===== config.mk =====
export PLATFORM = sky130hd
export DESIGN_NAME = fport_control_frame_encoder
export DESIGN_NICKNAME = d
export VERILOG_FILES = /design/src/rtl/fpenc_pkg.sv /design/src/rtl/fpenc_front.sv /design/src/rtl/fpenc_queue.sv /design/src/rtl/fpenc_back.sv /design/src/rtl/fport_control_frame_encoder.sv
export SDC_FILE = /design/constraint.sdc
export NUM_CORES = 1
export LEC_CHECK = 0
export ABC_AREA = 0
export BUFFER_PORTS_ARGS = -buffer_cell sky130_fd_sc_hd__buf_2
export CAP_MARGIN = 20
export CORE_AREA = 2 2 136 138
export CTS_BUF_LIST = sky130_fd_sc_hd__clkbuf_8
export CTS_CLUSTER_DIAMETER = 50
export DETAILED_ROUTE_END_ITERATION = 6
export DIE_AREA = 0 0 138 140
export PLACE_DENSITY_LB_ADDON = 0.1
export SYNTH_ARGS = -nofsm -noshare
export SYNTH_HDL_FRONTEND = slang
export SYNTH_SLANG_ARGS = --single-unit

===== constraint.sdc =====
create_clock -name clk -period 14.07 [get_ports clk]
set_clock_uncertainty 0.2 [all_clocks]
set_input_delay 0 -clock clk [delete_from_list [all_inputs] [get_ports clk]]
set_output_delay 0 -clock clk [all_outputs]
set_load 0.02 [all_outputs]

===== src/rtl/fpenc_pkg.sv =====
// Shared types, line constants and checksum helper for the FPort frame encoder.
package fpenc_pkg;

    localparam logic [7:0] FRAME_MARK = 8'h7E;
    localparam logic [7:0] ESC_BYTE   = 8'h7D;
    localparam logic [7:0] FLIP_MASK  = 8'h20;

    localparam logic [1:0] CFG_FLAGS = 2'd0;
    localparam logic [1:0] CFG_RSSI  = 2'd1;
    localparam logic [1:0] CFG_TYPE  = 2'd2;

    typedef struct packed {
        logic [7:0] data;
        logic       first;
        logic       last;
        logic [7:0] ftype;
        logic [7:0] flags;
        logic [7:0] rssi;
        logic [7:0] check;
    } desc_t;

    typedef enum logic [3:0] {
        ST_IDLE,
        ST_START,
        ST_LEN,
        ST_TYPE,
        ST_DATA,
        ST_FLAGS,
        ST_RSSI,
        ST_CHECK,
        ST_END
    } back_state_t;

    function automatic logic [7:0] eac_add(input logic [7:0] a, input logic [7:0] b);
        logic [8:0] s;
        s = {1'b0, a} + {1'b0, b};
        return s[7:0] + {7'd0, s[8]};
    endfunction

endpackage


===== src/rtl/fpenc_front.sv =====
// Front part: holds configuration, tracks frame position and checksum, builds requests.
module fpenc_front #(
    parameter int PAYLOAD_BYTES = 22
) (
    input  logic                clk,
    input  logic                rst_n,
    input  logic                take,
    input  logic [7:0]          payload_byte,
    input  logic                cfg_we,
    input  logic [1:0]          cfg_index,
    input  logic [7:0]          cfg_data,
    output fpenc_pkg::desc_t    desc
);
    import fpenc_pkg::*;

    localparam logic [7:0] LEN_BYTE = 8'((PAYLOAD_BYTES + 3) % 256);
    localparam logic [8:0] LAST_POS = 9'(PAYLOAD_BYTES);

    logic [7:0] flags_reg;
    logic [7:0] rssi_reg;
    logic [7:0] ftype_reg;
    logic [7:0] pos_reg;
    logic [7:0] pos_next;
    logic [7:0] sum_reg;
    logic [7:0] sum_next;
    logic [7:0] s_base;
    logic [7:0] s_data;
    logic [7:0] s_tail;

    always_ff @(posedge clk or negedge rst_n)
    begin
        if (!rst_n)
        begin
            flags_reg <= 8'h00;
            rssi_reg  <= 8'h0F;
            ftype_reg <= 8'h00;
        end
        else if (cfg_we)
        begin
            if (cfg_index == CFG_FLAGS)
            begin
                flags_reg <= cfg_data;
            end
            else if (cfg_index == CFG_RSSI)
            begin
                rssi_reg <= cfg_data;
            end
            else if (cfg_index == CFG_TYPE)
            begin
                ftype_reg <= cfg_data;
            end
        end
    end

    always_comb
    begin
        desc.data  = payload_byte;
        desc.first = (pos_reg == 8'd0);
        desc.last  = (({1'b0, pos_reg} + 9'd1) >= LAST_POS);
        desc.ftype = ftype_reg;
        desc.flags = flags_reg;
        desc.rssi  = rssi_reg;
        s_base     = desc.first ? eac_add(LEN_BYTE, ftype_reg) : sum_reg;
        s_data     = eac_add(s_base, payload_byte);
        s_tail     = eac_add(eac_add(s_data, flags_reg), rssi_reg);
        desc.check = ~s_tail;
        if (desc.last)
        begin
            pos_next = 8'd0;
            sum_next = 8'd0;
        end
        else
        begin
            pos_next = pos_reg + 8'd1;
            sum_next = s_data;
        end
    end

    always_ff @(posedge clk or negedge rst_n)
    begin
        if (!rst_n)
        begin
            pos_reg <= 8'd0;
            sum_reg <= 8'd0;
        end
        else if (take)
        begin
            pos_reg <= pos_next;
            sum_reg <= sum_next;
        end
    end

    // hold position within the payload
    a_pos_range: assert property (@(posedge clk) disable iff (!rst_n)
        ({1'b0, pos_reg} < LAST_POS))
        else $error("frame position out of range");
    a_last_wraps: assert property (@(posedge clk) disable iff (!rst_n)
        take && desc.last |=> pos_reg == 8'd0)
        else $error("position not cleared after last payload byte");

endmodule


===== src/rtl/fpenc_queue.sv =====
// Short request queue between the front and back parts.
module fpenc_queue #(
    parameter int WIDTH = 8,
    parameter int DEPTH = 4
) (
    input  logic             clk,
    input  logic             rst_n,
    input  logic             wr_en,
    input  logic [WIDTH-1:0] wr_data,
    input  logic             rd_en,
    output logic [WIDTH-1:0] rd_data,
    output logic             full,
    output logic             empty
);
    localparam int PW = (DEPTH > 1) ? $clog2(DEPTH) : 1;
    localparam int CW = $clog2(DEPTH + 1);
    localparam logic [PW-1:0] PTR_LAST = PW'(DEPTH - 1);
    localparam logic [CW-1:0] CNT_FULL = CW'(DEPTH);

    logic [WIDTH-1:0] mem_reg [DEPTH];
    logic [PW-1:0]    wr_ptr_reg;
    logic [PW-1:0]    rd_ptr_reg;
    logic [CW-1:0]    count_reg;

    assign full    = (count_reg == CNT_FULL);
    assign empty   = (count_reg == '0);
    assign rd_data = mem_reg[rd_ptr_reg];

    always_ff @(posedge clk)
    begin
        if (wr_en)
        begin
            mem_reg[wr_ptr_reg] <= wr_data;
        end
    end

    always_ff @(posedge clk or negedge rst_n)
    begin
        if (!rst_n)
        begin
            wr_ptr_reg <= '0;
            rd_ptr_reg <= '0;
            count_reg  <= '0;
        end
        else
        begin
            if (wr_en)
            begin
                wr_ptr_reg <= (wr_ptr_reg == PTR_LAST) ? '0 : wr_ptr_reg + PW'(1);
            end
            if (rd_en)
            begin
                rd_ptr_reg <= (rd_ptr_reg == PTR_LAST) ? '0 : rd_ptr_reg + PW'(1);
            end
            if (wr_en && !rd_en)
            begin
                count_reg <= count_reg + CW'(1);
            end
            else if (rd_en && !wr_en)
            begin
                count_reg <= count_reg - CW'(1);
            end
        end
    end

    a_count_bound: assert property (@(posedge clk) disable iff (!rst_n)
        count_reg <= CNT_FULL)
        else $error("queue count overflow");

endmodule


===== src/rtl/fpenc_back.sv =====
// Back part: walks each request through its frame slots and emits stuffed line bytes.
module fpenc_back #(
    parameter int PAYLOAD_BYTES = 22
) (
    input  logic             clk,
    input  logic             rst_n,
    input  logic             q_empty,
    input  fpenc_pkg::desc_t q_desc,
    output logic             q_pop,
    input  logic             pop,
    output logic             empty,
    output logic [7:0]       line_byte,
    output logic             last_of_run,
    output logic             frame_end
);
    import fpenc_pkg::*;

    localparam logic [7:0] LEN_BYTE = 8'((PAYLOAD_BYTES + 3) % 256);

    back_state_t state_reg;
    back_state_t state_next;
    desc_t       desc_reg;
    desc_t       desc_next;
    logic        esc_reg;
    logic        esc_next;
    logic        out_valid_reg;
    logic        out_valid_next;
    logic [7:0]  out_byte_reg;
    logic [7:0]  out_byte_next;
    logic        out_last_reg;
    logic        out_last_next;
    logic        out_end_reg;
    logic        out_end_next;
    logic        emit_ok;
    logic        stuffable;
    logic        special;
    logic        finish;
    logic [7:0]  cur_byte;

    assign empty       = !out_valid_reg;
    assign line_byte   = out_byte_reg;
    assign last_of_run = out_last_reg;
    assign frame_end   = out_end_reg;

    always_ff @(posedge clk or negedge rst_n)
    begin
        if (!rst_n)
        begin
            state_reg     <= ST_IDLE;
            esc_reg       <= 1'b0;
            out_valid_reg <= 1'b0;
        end
        else
        begin
            state_reg     <= state_next;
            esc_reg       <= esc_next;
            out_valid_reg <= out_valid_next;
        end
    end

    always_ff @(posedge clk)
    begin
        desc_reg     <= desc_next;
        out_byte_reg <= out_byte_next;
        out_last_reg <= out_last_next;
        out_end_reg  <= out_end_next;
    end

    always_comb
    begin
        state_next     = state_reg;
        desc_next      = desc_reg;
        esc_next       = esc_reg;
        out_valid_next = out_valid_reg && !pop;
        out_byte_next  = out_byte_reg;
        out_last_next  = out_last_reg;
        out_end_next   = out_end_reg;
        q_pop          = 1'b0;
        finish         = 1'b0;
        emit_ok        = !out_valid_reg || pop;
        stuffable      = 1'b1;
        unique case (state_reg)
            ST_IDLE:
            begin
                cur_byte  = FRAME_MARK;
                stuffable = 1'b0;
            end
            ST_START:
            begin
                cur_byte  = FRAME_MARK;
                stuffable = 1'b0;
            end
            ST_LEN:   cur_byte = LEN_BYTE;
            ST_TYPE:  cur_byte = desc_reg.ftype;
            ST_DATA:  cur_byte = desc_reg.data;
            ST_FLAGS: cur_byte = desc_reg.flags;
            ST_RSSI:  cur_byte = desc_reg.rssi;
            ST_CHECK: cur_byte = desc_reg.check;
            ST_END:
            begin
                cur_byte  = FRAME_MARK;
                stuffable = 1'b0;
            end
            default:
            begin
                cur_byte  = FRAME_MARK;
                stuffable = 1'b0;
            end
        endcase
        special = (cur_byte == FRAME_MARK) || (cur_byte == ESC_BYTE);

        if (state_reg == ST_IDLE)
        begin
            if (!q_empty)
            begin
                q_pop      = 1'b1;
                desc_next  = q_desc;
                state_next = q_desc.first ? ST_START : ST_DATA;
            end
        end
        else if (emit_ok)
        begin
            out_valid_next = 1'b1;
            out_last_next  = 1'b0;
            out_end_next   = 1'b0;
            if (stuffable && special && !esc_reg)
            begin
                out_byte_next = ESC_BYTE;
                esc_next      = 1'b1;
            end
            else
            begin
                out_byte_next = esc_reg ? (cur_byte ^ FLIP_MASK) : cur_byte;
                esc_next      = 1'b0;
                unique case (state_reg)
                    ST_START: state_next = ST_LEN;
                    ST_LEN:   state_next = ST_TYPE;
                    ST_TYPE:  state_next = ST_DATA;
                    ST_DATA:
                    begin
                        if (desc_reg.last)
                        begin
                            state_next = ST_FLAGS;
                        end
                        else
                        begin
                            finish = 1'b1;
                        end
                    end
                    ST_FLAGS: state_next = ST_RSSI;
                    ST_RSSI:  state_next = ST_CHECK;
                    ST_CHECK: state_next = ST_END;
                    ST_END:
                    begin
                        out_end_next = 1'b1;
                        finish       = 1'b1;
                    end
                    default:  state_next = ST_IDLE;
                endcase
                if (finish)
                begin
                    out_last_next = 1'b1;
                    if (!q_empty)
                    begin
                        q_pop      = 1'b1;
                        desc_next  = q_desc;
                        state_next = q_desc.first ? ST_START : ST_DATA;
                    end
                    else
                    begin
                        state_next = ST_IDLE;
                    end
                end
            end
        end
    end

    a_end_is_last: assert property (@(posedge clk) disable iff (!rst_n)
        out_valid_reg && out_end_reg |-> out_last_reg)
        else $error("end byte not marked as last of request");
    a_idle_no_escape: assert property (@(posedge clk) disable iff (!rst_n)
        state_reg == ST_IDLE |-> !esc_reg)
        else $error("escape pending while idle");
    a_escape_follows: assert property (@(posedge clk) disable iff (!rst_n)
        esc_reg && emit_ok |=> out_valid_reg && !out_last_reg || out_valid_reg)
        else $error("flipped byte not emitted after escape");

endmodule


===== src/rtl/fport_control_frame_encoder.sv =====
// Top level of the FPort control frame encoder.
//
// Usage: push one raw payload byte per request on payload_byte while full is
// low. The first byte of a frame is preceded by start, length and type bytes;
// the last is followed by flags, RSSI, checksum and end byte. Bytes 0x7E and
// 0x7D between start and end go out as 0x7D and the byte XOR 0x20.
// Line bytes appear on line_byte while empty is low and are taken with pop;
// last_of_run marks the final byte of a request, frame_end the closing byte.
// Configuration: cfg_index 0 flags, 1 RSSI, 2 frame type; cfg_ready is
// always high, write only while no frame bytes are in flight.
// A pushed request is written to the queue, then loaded into the back end's
// descriptor register, with a separate load step when the back end is idle,
// and sent through the output register. The back end emits one line byte per
// cycle while the receiver pops. A four-entry request queue lets the input
// run ahead.
// Reset clears the queue, the frame position, the checksum and the output
// valid flag; flags reset to 0x00, RSSI to 0x0F, type to 0x00. When the
// receiver stalls the output byte holds and the queue fills, then full rises.
module fport_control_frame_encoder #(
    parameter int PAYLOAD_BYTES = 22,
    parameter int QUEUE_DEPTH   = 4
) (
    input  logic       clk,
    input  logic       rst_n,
    input  logic       push,
    output logic       full,
    input  logic [7:0] payload_byte,
    output logic       empty,
    input  logic       pop,
    output logic [7:0] line_byte,
    output logic       last_of_run,
    output logic       frame_end,
    input  logic       cfg_valid,
    output logic       cfg_ready,
    input  logic [1:0] cfg_index,
    input  logic [7:0] cfg_data
);
    import fpenc_pkg::*;

    localparam int DW = $bits(desc_t);

    logic    take;
    logic    q_full;
    logic    q_empty;
    logic    q_pop;
    desc_t   front_desc;
    desc_t   q_desc;

    assign cfg_ready = 1'b1;
    assign full      = q_full;
    assign take      = push && !q_full;

    fpenc_front #(
        .PAYLOAD_BYTES (PAYLOAD_BYTES)
    ) u_front (
        .clk          (clk),
        .rst_n        (rst_n),
        .take         (take),
        .payload_byte (payload_byte),
        .cfg_we       (cfg_valid),
        .cfg_index    (cfg_index),
        .cfg_data     (cfg_data),
        .desc         (front_desc)
    );

    fpenc_queue #(
        .WIDTH (DW),
        .DEPTH (QUEUE_DEPTH)
    ) u_queue (
        .clk     (clk),
        .rst_n   (rst_n),
        .wr_en   (take),
        .wr_data (front_desc),
        .rd_en   (q_pop),
        .rd_data (q_desc),
        .full    (q_full),
        .empty   (q_empty)
    );

    fpenc_back #(
        .PAYLOAD_BYTES (PAYLOAD_BYTES)
    ) u_back (
        .clk         (clk),
        .rst_n       (rst_n),
        .q_empty     (q_empty),
        .q_desc      (q_desc),
        .q_pop       (q_pop),
        .pop         (pop),
        .empty       (empty),
        .line_byte   (line_byte),
        .last_of_run (last_of_run),
        .frame_end   (frame_end)
    );

endmodule


# After elaboration in Yosys (flattened, before gate mapping)
# Memory sizes are Yosys's and may differ from the RTL's.
# Cells that the tools add are included.
# totals
regBits	105
ram_bits	168
input_bits	23
output_inout_bits	13
wordCells	130
n_memories	1
# memory_table
memory	words	word_bits	read_ports	rd_ports_with_merged_regs	write_ports	line	text
u_queue.mem_reg	4	42	1	0	1	fpenc_queue.sv:20	logic [WIDTH-1:0] mem_reg [DEPTH];
# classes
addsub	14
magnitude_cmp	1
n_eq_ne	19
mux	41
bitwise_logic	5
n_reduce_logical	28
# op_table
cell	count
2-to-1 mux 42 bit	5
case mux 8 bit (6 select lines)	1
adder 8 x 1 -> 8 bit	4
case mux 4 bit (8 select lines)	1
2-to-1 mux 4 bit	7
adder 8 x 8 -> 9 bit	3
2-to-1 mux 8 bit	3
2-to-1 mux 1 bit	17
== test 4 x 3 -> 1 bit (second input constant)	4
== test 8 x 7 -> 1 bit (second input constant)	2
adder 5 x 8 -> 9 bit (first input constant)	1
adder 8 x 1 -> 9 bit (second input constant)	1
greater-or-equal comparator 9 x 5 -> 1 bit (second input constant)	1
2-to-1 mux 3 bit	3
adder 8 x 1 -> 8 bit (second input constant)	1
== test 4 x 2 -> 1 bit (second input constant)	2
logical NOT 8 bit	1
inverter 8 bit	1
== test 2 bit (second input constant)	3
logical AND 1 bit	6
logical NOT 1 bit	6
2-to-1 mux 6 bit	1
AND reduction 3 bit	2
nonzero test 2 bit	3
other kinds (22)	29

# Longest topological paths before layout
# Gate-level depths: netlist (run 1).
# logic_depth
depth_word	16
depth_mapped	41

# Hierarchy
# A second synthesis (run 1) with hierarchy kept.
# unflattened
hier_cells	797
hier_area_um2	12589.6
# by_module_without_submodules
mod	n_inst	cells_per_inst	area_each_um2	seq_area_each_um2
fpenc_queue	1	257	6533.8	5220.0
fpenc_front	1	365	3524.6	1006.0
fpenc_back	1	172	2506.2	1681.6
fport_control_frame_encoder	1	3	25.0	0.0

# Worst setup path before layout (run 1)
# Ideal clock, no wire load.
# synth_path
path_type	flip-flop to flip-flop
startpoint	register u_front.ftype_reg[0]
endpoint	memory u_queue.mem_reg[0][7] (netlist bit) (data pin)
setup_ps	274
arrival_ps	7030
required_time_ps	13596
slack_ps	6567
stages_incl_launch_ff	38
path_buffers	0
synth_period_minus_slack_ps	7503
cell_sequence	dfrtp_1 > ha_1 > a21oi_1 > a21o_1 > nor2_1 > ha_1 > ha_1 > nand2_1 > nand2_1 > fa_1 > a211o_1 > o211ai_1 > a21oi_1 > o21ai_0 > nand2b_1 > ha_1 > ha_1 > fa_1 > [... 2 more ...] > a21o_1 > a21oi_1 > o21ai_0 > ha_1 > ha_1 > fa_1 > a21o_1 > a21oi_1 > o21bai_1 > a21oi_1 > nor2b_1 > o21ai_0 > nand2b_1 > ha_1 > and3_1 > nand3_1 > nor3_1 > xnor2_1
# synth_rtl
element	line	text
start: declaration	fpenc_front.sv:21	logic [7:0] ftype_reg;
start signal: assignment	fpenc_front.sv:50	ftype_reg <= cfg_data;
end: declaration	fpenc_queue.sv:20	

==> out/metrics.yaml, run 1 <==
fin_tns_setup_ps: 0
synth_edf_count: 219
period_needed_ps: 8191
hp-class: "input pin to flop"
syn_area_um2: 12110
ant_nets: 0
dieArea_um2: 19320
utilization_pct: 76.08
endpoint: "u_queue.mem_reg[2][7]"
cts_sinks: 272
antenna_found_initial: 0
cap_violations: 0
crit_path_frequent_cell: "ha_1"
cts_root_buf: "clkbuf_8"
slowest_stage: "dfrtp_1"
largest_reg_flops: 168
setup_viol_count_final: 0
end_kind: "flop"
portBuffers: 34
dr.first_iter.drc_count: 588
tightest_slew_ps: 1067
final_common_cell: "edfxtp_1"
r2r_setup_slack_ps: 5880
cts_buffer_depth: 3
syn_nets: 834
drive_gt1_share_pct: 21.41
path_class: "flop to flop"
final_nets: 918
start_kind: "flop"
mostFrequentLayoutCells: "edfxtp_1, clkbuf_8, dfrtp_1, ha_1, mux4_2"
numCtsBuffers: 43
drc: 0
synth_cell_type_count: 62
reg2reg_depth: 37
syn_avg_cell_area_um2: 15.87
drtPass1Iterations: 5
ys_warn_count: 0
die_w_um: 138
grt_pass1_wl_um: 38230
routed_wirelength_um: 24070
cts_tree: "done"
status: "completed"
area_delta_synth_final_pct: 11.74
dpl.hpwl_um: 15820
post-route-period-util_pct: 58.21
ctsResizeCount: 0
synth_flop_cell: "edfxtp_1"
drv_slew: 0
critPathRequiredTime_ps: 14200
reg2reg_to: "u_queue.mem_reg[2][7]"
slowest_delay_ps: 460
die_h_um: 140
ys_async_sr_fraction_pct: 19.49
setup.worst_path.start: "u_front.ftype_reg[0]"
max_freq_ghz: 0.1221
worstPathArrival_ps: 8320
gp_congestion: 0.8839
antenna_cells: 0
grt_overflow_total: 0
r2r_start: "u_front.ftype_reg[0]"
vias: 6873
io_pins: 36
first_global_vias: 7036
initial_core_util_pct: 68.09
viasPerCell: 6.209
relSlewSlack_pct: 28.84
yosysSeqAreaShare_pct: 65.32
hold_violations: 0
rsz0062_at_grt: "false"
fp-row-count: 49
clock_latency_ps: 550
post_drt_wl_per_cell_um: 21.74
grt_start_max_net_pins: 54
grt.total_usage_pct: 25.78
core_area_um2: 17780
hold_ws_ps: 57.43
clkTransAtPathRegs_ps: 60
syn_inst: 763
htree_levels: 2
synth.ff_latch_count: 272
critPathMaxFanout: 8
## stage by stage
step / cell area [um2] / worst slack, ps / std cells
6_report: 13530 / 5879 / 1107
5_1_grt: 13530 / 5341 / 1107
4_1_cts: 13520 / 5934 / 1106
3_5_place_dp: 12470 / 5965 / 1005
3_3_place_gp: 12470 / 6189 / 1005
2_1_floorplan: 12110 / 6567 / 763
## synth_stat cells, types with 6 or more instances
master,count,share of area (%)
nor2_1,26,0.81
clkbuf_1,17,0.53
a21o_1,10,0.62
and3_1,8,0.41
a22o_1,8,0.58
mux4_2,43,8.0
buf_6,6,0.56
nand2b_1,10,0.52
nand3b_1,6,0.37
edfxtp_1,219,54
ha_1,44,4.5
xor2_1,26,1.9
nor3b_1,6,0.37
a21oi_1,29,1.2
o21ai_0,30,1.2
xnor2_1,26,1.9
and2_1,7,0.36
mux2i_1,7,0.58
nor3_1,10,0.41
mux2_2,27,2.5
inv_1,24,0.74
nand2_1,38,1.2
nand3_1,16,0.66
dfrtp_1,49,10
## routing by layer
layer | up-vias | part of all wire, % | track usage, %
li1 | 3102 | - | -
met1 | 3466 | 42 | 36.59
met2 | 255 | 49 | 41.82
met3 | 50 | 6.1 | 4.034
met4 | 0 | 2.6 | 8.915
met5 | - | 0 | 0
## layout make-up
type	count	area [um2]
repair buffers	68	485.5
clock buffers	48	660.6
well taps	229	286.5
fillers	1069	4253
flip-flops and latches	272	7910
multi-input cells	437	3945
inverters	25	96.34
clock inverters	28	142.6
## logic make-up after synthesis
| logic type | Yosys count | synth area share [%] |
|---|---|---|
| DFF | 272 | 65.32 |
| adders and majority gates | 48 | 5.209 |
| other | 1 | 0.03098 |
| xor gates and xnor gates | 52 | 3.762 |
| muxes | 79 | 11.34 |
| buffers and inverters | 54 | 2.129 |
| AOI/OAI and AO/OA | 111 | 5.892 |
| and+or+nand+nor | 146 | 6.315 |
## how the worst min path moves through the flow
stage / startpoint / end / slack [ps] / cells after the start
after detailed placement: rst_n / u_back.state_reg[1] / -10 / 2
after floorplan: rst_n / u_back.esc_reg / -500 / 0
after global routing: payload_byte[6] / u_queue.mem_reg[2][40] / 50 / 2
final: payload_byte[6] / u_queue.mem_reg[3][40] / 60 / 2
after global placement: rst_n / u_back.state_reg[1] / -20 / 2
after CTS: payload_byte[6] / u_queue.mem_reg[3][40] / 20 / 2
## critical path: cells and delay by family (launching register included)
kind / cells / cell delay (ps)
compound gates: 16 / 2870
fa+ha+maj: 11 / 3370
flops: 1 / 460
simple gates: 9 / 820
xor+xnor: 1 / 260
## timing repair
| item | 4_1_cts | 5_1_grt |
|---|---|---|
| hold endpoints to repair | 114 | 0 |
| setup buffers | 0 | 0 |
| hold buffers | 25 | 0 |
Power of run 1 is not shown: default switching activity piles up to over one toggle a cycle in this logic, so the estimate is an artifact.
==> run 2: changes to the inputs <==
--- a/config.mk
+++ b/config.mk
@@ -8,11 +8,11 @@
 export ABC_AREA = 0
 export BUFFER_PORTS_ARGS = -buffer_cell sky130_fd_sc_hd__buf_2
 export CAP_MARGIN = 20
-export CORE_AREA = 2 2 136 138
+export CORE_AREA = 2 2 140 142
 export CTS_BUF_LIST = sky130_fd_sc_hd__clkbuf_8
 export CTS_CLUSTER_DIAMETER = 50
 export DETAILED_ROUTE_END_ITERATION = 6
-export DIE_AREA = 0 0 138 140
+export DIE_AREA = 0 0 142 144
 export PLACE_DENSITY_LB_ADDON = 0.1
 export SYNTH_ARGS = -nofsm -noshare
 export SYNTH_HDL_FRONTEND = slang
==> constraint.sdc (replaced) <==
create_clock -name clk -period 8.3 [get_ports clk]
set_clock_uncertainty 0.2 [all_clocks]
set_input_delay 0 -clock clk [delete_from_list [all_inputs] [get_ports clk]]
set_output_delay 0 -clock clk [all_outputs]
set_load 0.02 [all_outputs]
==> run 2 against run 1 <==
Sequential share of layout area shrank 0.46 points. Hold slack lost 3.2 ps. Register-to-register slack lost 5500 ps. Flip-flop and latch count is the same. Largest cell class unchanged. Core utilization shrank 4.6 points. Cell count grew 1.4%. Count of clock-buffer cells in the layout shrank 2. Final area grew 0.82%. Maximum frequency grew 3.9%. Setup slack lost 5500 ps.
==> out/metrics.yaml, run 2 (same netlist as run 1, synthesis figures left out) <==
status: "completed"
viasPerCell: 6.084
antenna_cells: 0
path_class: "flop to flop"
dieArea_um2: 20450
area_delta_synth_final_pct: 12.66
drv_slew: 0
dr.first_iter.drc_count: 536
cap_violations: 0
cts_tree: "done"
clock_latency_ps: 530
mostFrequentLayoutCells: "edfxtp_1, clkbuf_8, dfrtp_1, mux4_2, ha_1"
layoutNonFillerInstCount: 1123
tightest_slew_ps: 1018
io_pins: 36
portBuffers: 34
fp-row-count: 51
gp_congestion: 0.8792
drtPass1Iterations: 7
routed_wirelength_um: 24170
cts_root_buf: "clkbuf_8"
slowest_stage: "dfrtp_2"
grt_pass1_wl_um: 37610
critPathRequiredTime_ps: 8360
slowest_delay_ps: 450
htree_levels: 2
final_common_cell: "edfxtp_1"
final_nets: 927
relSlewSlack_pct: 32.16
grt_start_max_net_pins: 54
setup_viol_count_final: 0
largest_reg_flops: 168
drive_gt1_share_pct: 22.94
drc: 0
hp-class: "input pin to flop"
core_area_um2: 19080
fillCellCount: 1235
die_w_um: 142
grt.total_usage_pct: 24.80
antenna_found_initial: 0
post-route-period-util_pct: 94.95
worstPathArrival_ps: 7940
end_kind: "flop"
cts_buffer_depth: 3
initial_core_util_pct: 63.45
numCtsBuffers: 43
crit_path_frequent_cell: "ha_1"
first_global_vias: 6938
start_kind: "flop"
placedCellCount: 1017
vias: 6832
dpl.hpwl_um: 15800
ant_nets: 0
post_drt_wl_per_cell_um: 21.52
critPathMaxFanout: 8
die_h_um: 144
clkTransAtPathRegs_ps: 60
cts_sinks: 272
grt_overflow_total: 0
max_freq_ghz: 0.1269
period_needed_ps: 7881
hold_violations: 0
[run 2: changes by cell type in the layout (fill, tap and decap cells not counted), moves of 2 or more]
cell           previous run  this run
a21oi_2                   0         5
clkbuf_8                 48        46
dlygate4sd3_1            25        27
a21oi_1                  29        24
dfrtp_1                  47        45
buf_4                     8        15
dfrtp_2                   2         4
o21ai_0                  30        28
o21ai_1                   1         3
[run 2: path summary, 6_finish.rpt]
path	to	from	slack, ps	cells past startpoint
worst max-delay path	u_queue.mem_reg[2][7]	u_front.ftype_reg[0]	420	38
worst min-delay path	u_queue.mem_reg[2][40]	payload_byte[6]	50	2
worst max register to register	u_queue.mem_reg[2][7]	u_front.ftype_reg[0]	420	38
worst min register to register	u_front.pos_reg[6]	u_front.pos_reg[6]	280	1
max in group asynchronous	u_front.ftype_reg[1]	rst_n	6890	4
min in group asynchronous	u_back.state_reg[1]	rst_n	500	4
[run 2: layout make-up]
| cell class | count | area [um2] | area share, % |
|---|---|---|---|
| Sequential cell | 272 | 7913 | 58.02 |
| Clock inverter | 28 | 138.9 | 1.018 |
| Inverter | 25 | 96.34 | 0.7064 |
| Clock buffer | 46 | 633.1 | 4.642 |
| Tap cell | 238 | 297.8 | 2.183 |
| Timing Repair Buffer | 77 | 573.1 | 4.202 |
| Multi-Input combinational cell | 437 | 3986 | 29.23 |
[run 2: critical path: cells and delay by family (launching register included)]
| kind | cells | cell delay (ps) |
|---|---|---|
| fa+ha+maj | 11 | 3130 |
| compound gates | 16 | 2650 |
| simple gates | 9 | 820 |
| flops | 1 | 450 |
| xor+xnor | 2 | 350 |
[run 2: what timing repair did]
action / 4_1_cts / 5_1_grt
hold buffers: 27 / 0
endpoints found under the setup margin: 0 / 32
setup buffers: 0 / 4
gates resized for setup: 0 / 12
hold endpoints to repair: 114 / 0
[run 2: stage by stage]
stage	cell area [um2]	util, %	worst slack, ps	hold slack, ps	setup TNS [ps]
finish	13640	71.48	419.0	54.28	0
global route	13640	71.48	-39.83	55.36	-216.3
CTS	13540	70.99	11.02	24.46	0
detailed placement	12500	65.53	59.10	-29.11	0
global placement	12500	65.53	364.1	-35.67	0
floorplan	12110	-	796.8	-495.6	0
[run 2: layer usage]
metal / routed length, um / global-route usage [%] / vias to the layer above
met5: 0 / 0 / -
met4: 697 / 8.579 / 0
met3: 1257 / 4.470 / 47
met2: 11620 / 40.45 / 212
met1: 10600 / 34.34 / 3461
li1: - / - / 3112
Power of run 2 is left out for the same reason.
==> run 3: changes to the inputs <==
==> constraint.sdc (replaced) <==
create_clock -name clk -period 8.3 [get_ports clk]
set_clock_uncertainty 0.2 [all_clocks]
set_input_delay 0.83 -clock clk [delete_from_list [all_inputs] [get_ports clk]]
set_output_delay 0.83 -clock clk [all_outputs]
set_load 0.02 [all_outputs]
==> run 3 against run 2 <==
Non-clock buffer count decreased by 26. Hold slack improved by 180 ps. Cell count decreased by 2.3%. Flip-flop and latch count unchanged. Critical path type unchanged. Critical endpoint is now u_queue.mem_reg[0][6]. Largest cell class unchanged.
==> out/metrics.yaml, run 3 (same netlist as run 1, synthesis figures left out) <==
status: "completed"
grt_start_max_net_pins: 54
dieArea_um2: 20450
area_delta_synth_final_pct: 10.46
drv_slew: 0
wl_met3_um: 1184
antenna_found_initial: 0
cts_root_buf: "clkbuf_8"
dpl.hpwl_um: 15800
post-route-period-util_pct: 94.88
largest_reg_flops: 168
cts_tree: "done"
core_area_um2: 19080
crit_cells: 38
start_kind: "flop"
max_freq_ghz: 0.1270
first_global_vias: 6772
final_nets: 901
dr.first_iter.drc_count: 518
cts_buffer_depth: 3
dr_wl_met2_um: 11480
period_needed_ps: 7875
critPathRequiredTime_ps: 8420
initial_core_util_pct: 63.45
r2r_setup_slack_ps: 420
r2r_start: "u_front.ftype_reg[0]"
slowest_delay_ps: 440
grt_overflow_total: 0
viasPerCell: 6.137
path_class: "flop to flop"
fp-row-count: 51
die_w_um: 142
io_pins: 36
routedLengthMet1_um: 10530
ant_nets: 0
routed.top_layer: "met4"
setup_viol_count_final: 0
tightest_slew_ps: 1003
grt_pass1_wl_um: 37030
gp_congestion: 0.8792
worst-path-buf-inv: 0
mostFrequentLayoutCells: "edfxtp_1, clkbuf_8, dfrtp_1, mux4_2, ha_1"
vias: 6732
end_kind: "flop"
cts_sinks: 272
cap_violations: 0
hold_violations: 0
post_drt_wl_per_cell_um: 21.78
numCtsBuffers: 43
grt.total_usage_pct: 24.47
final_common_cell: "edfxtp_1"
relSlewSlack_pct: 33.13
htree_levels: 2
reg2reg_depth: 38
hp-class: "input pin to async pin"
drtPass1Iterations: 5
worstPathArrival_ps: 7990
drc: 0
critPathMaxFanout: 8
routed_wirelength_um: 23890
die_h_um: 144
utilization_pct: 70.08
path_delay_family: "adder cells"
drive_gt1_share_pct: 23.63
crit_path_frequent_cell: "ha_1"
reg2reg_to: "u_queue.mem_reg[0][6]"
clock_latency_ps: 530
slowest_stage: "dfrtp_2"
clkTransAtPathRegs_ps: 60
portBuffers: 34
antenna_cells: 0
## run 3: repair_timing
action	CTS	global route
hold buffers	0	0
resized for setup	0	11
endpoints found under the hold margin	0	0
buffers inserted	0	4
endpoints found under the setup margin	0	32
## run 3: metal layers
metal | GRT usage (%) | up-vias
li1 | - | 3057
met1 | 34.11 | 3426
met2 | 39.56 | 202
met3 | 4.470 | 47
met4 | 8.579 | 0
met5 | 0 | -
## run 3: cell type report
| class | count | area, um2 |
|---|---|---|
| Clock buffer | 46 | 633.1 |
| Clock inverter | 28 | 138.9 |
| Fill cell | 1267 | 5708 |
| Inverter | 25 | 96.34 |
| Multi-Input combinational cell | 437 | 3986 |
| Sequential cell | 272 | 7911 |
| Tap cell | 238 | 297.8 |
| Timing Repair Buffer | 51 | 307.8 |
## run 3: worst max-delay path by stage
| stage | from | end | slack (ps) |
|---|---|---|---|
| floorplan | u_front.ftype_reg[0] | u_queue.mem_reg[0][7] | 800 |
| global placement | u_front.ftype_reg[0] | u_queue.mem_reg[2][7] | 360 |
| detailed placement | u_front.ftype_reg[0] | u_queue.mem_reg[2][7] | 60 |
| CTS | u_front.ftype_reg[0] | u_queue.mem_reg[2][7] | 10 |
| global route | u_front.ftype_reg[0] | u_queue.mem_reg[2][7] | -40 |
| finish | u_front.ftype_reg[0] | u_queue.mem_reg[0][6] | 420 |
## run 3: per-stage QoR
step / setup slack, ps / cell area, um2 / TNS [ps] / hold WS [ps] / std cells
floorplan: 796.8 / 12110 / 0 / 249.7 / 763
global placement: 364.1 / 12500 / 0 / 271.6 / 1017
detailed placement: 59.10 / 12500 / 0 / 272.3 / 1017
CTS: 11.02 / 13270 / 0 / 241.1 / 1091
global route: -39.98 / 13370 / -217.5 / 287.1 / 1097
finish: 424.8 / 13370 / 0 / 231.8 / 1097
Power of run 3 is left out for the same reason.
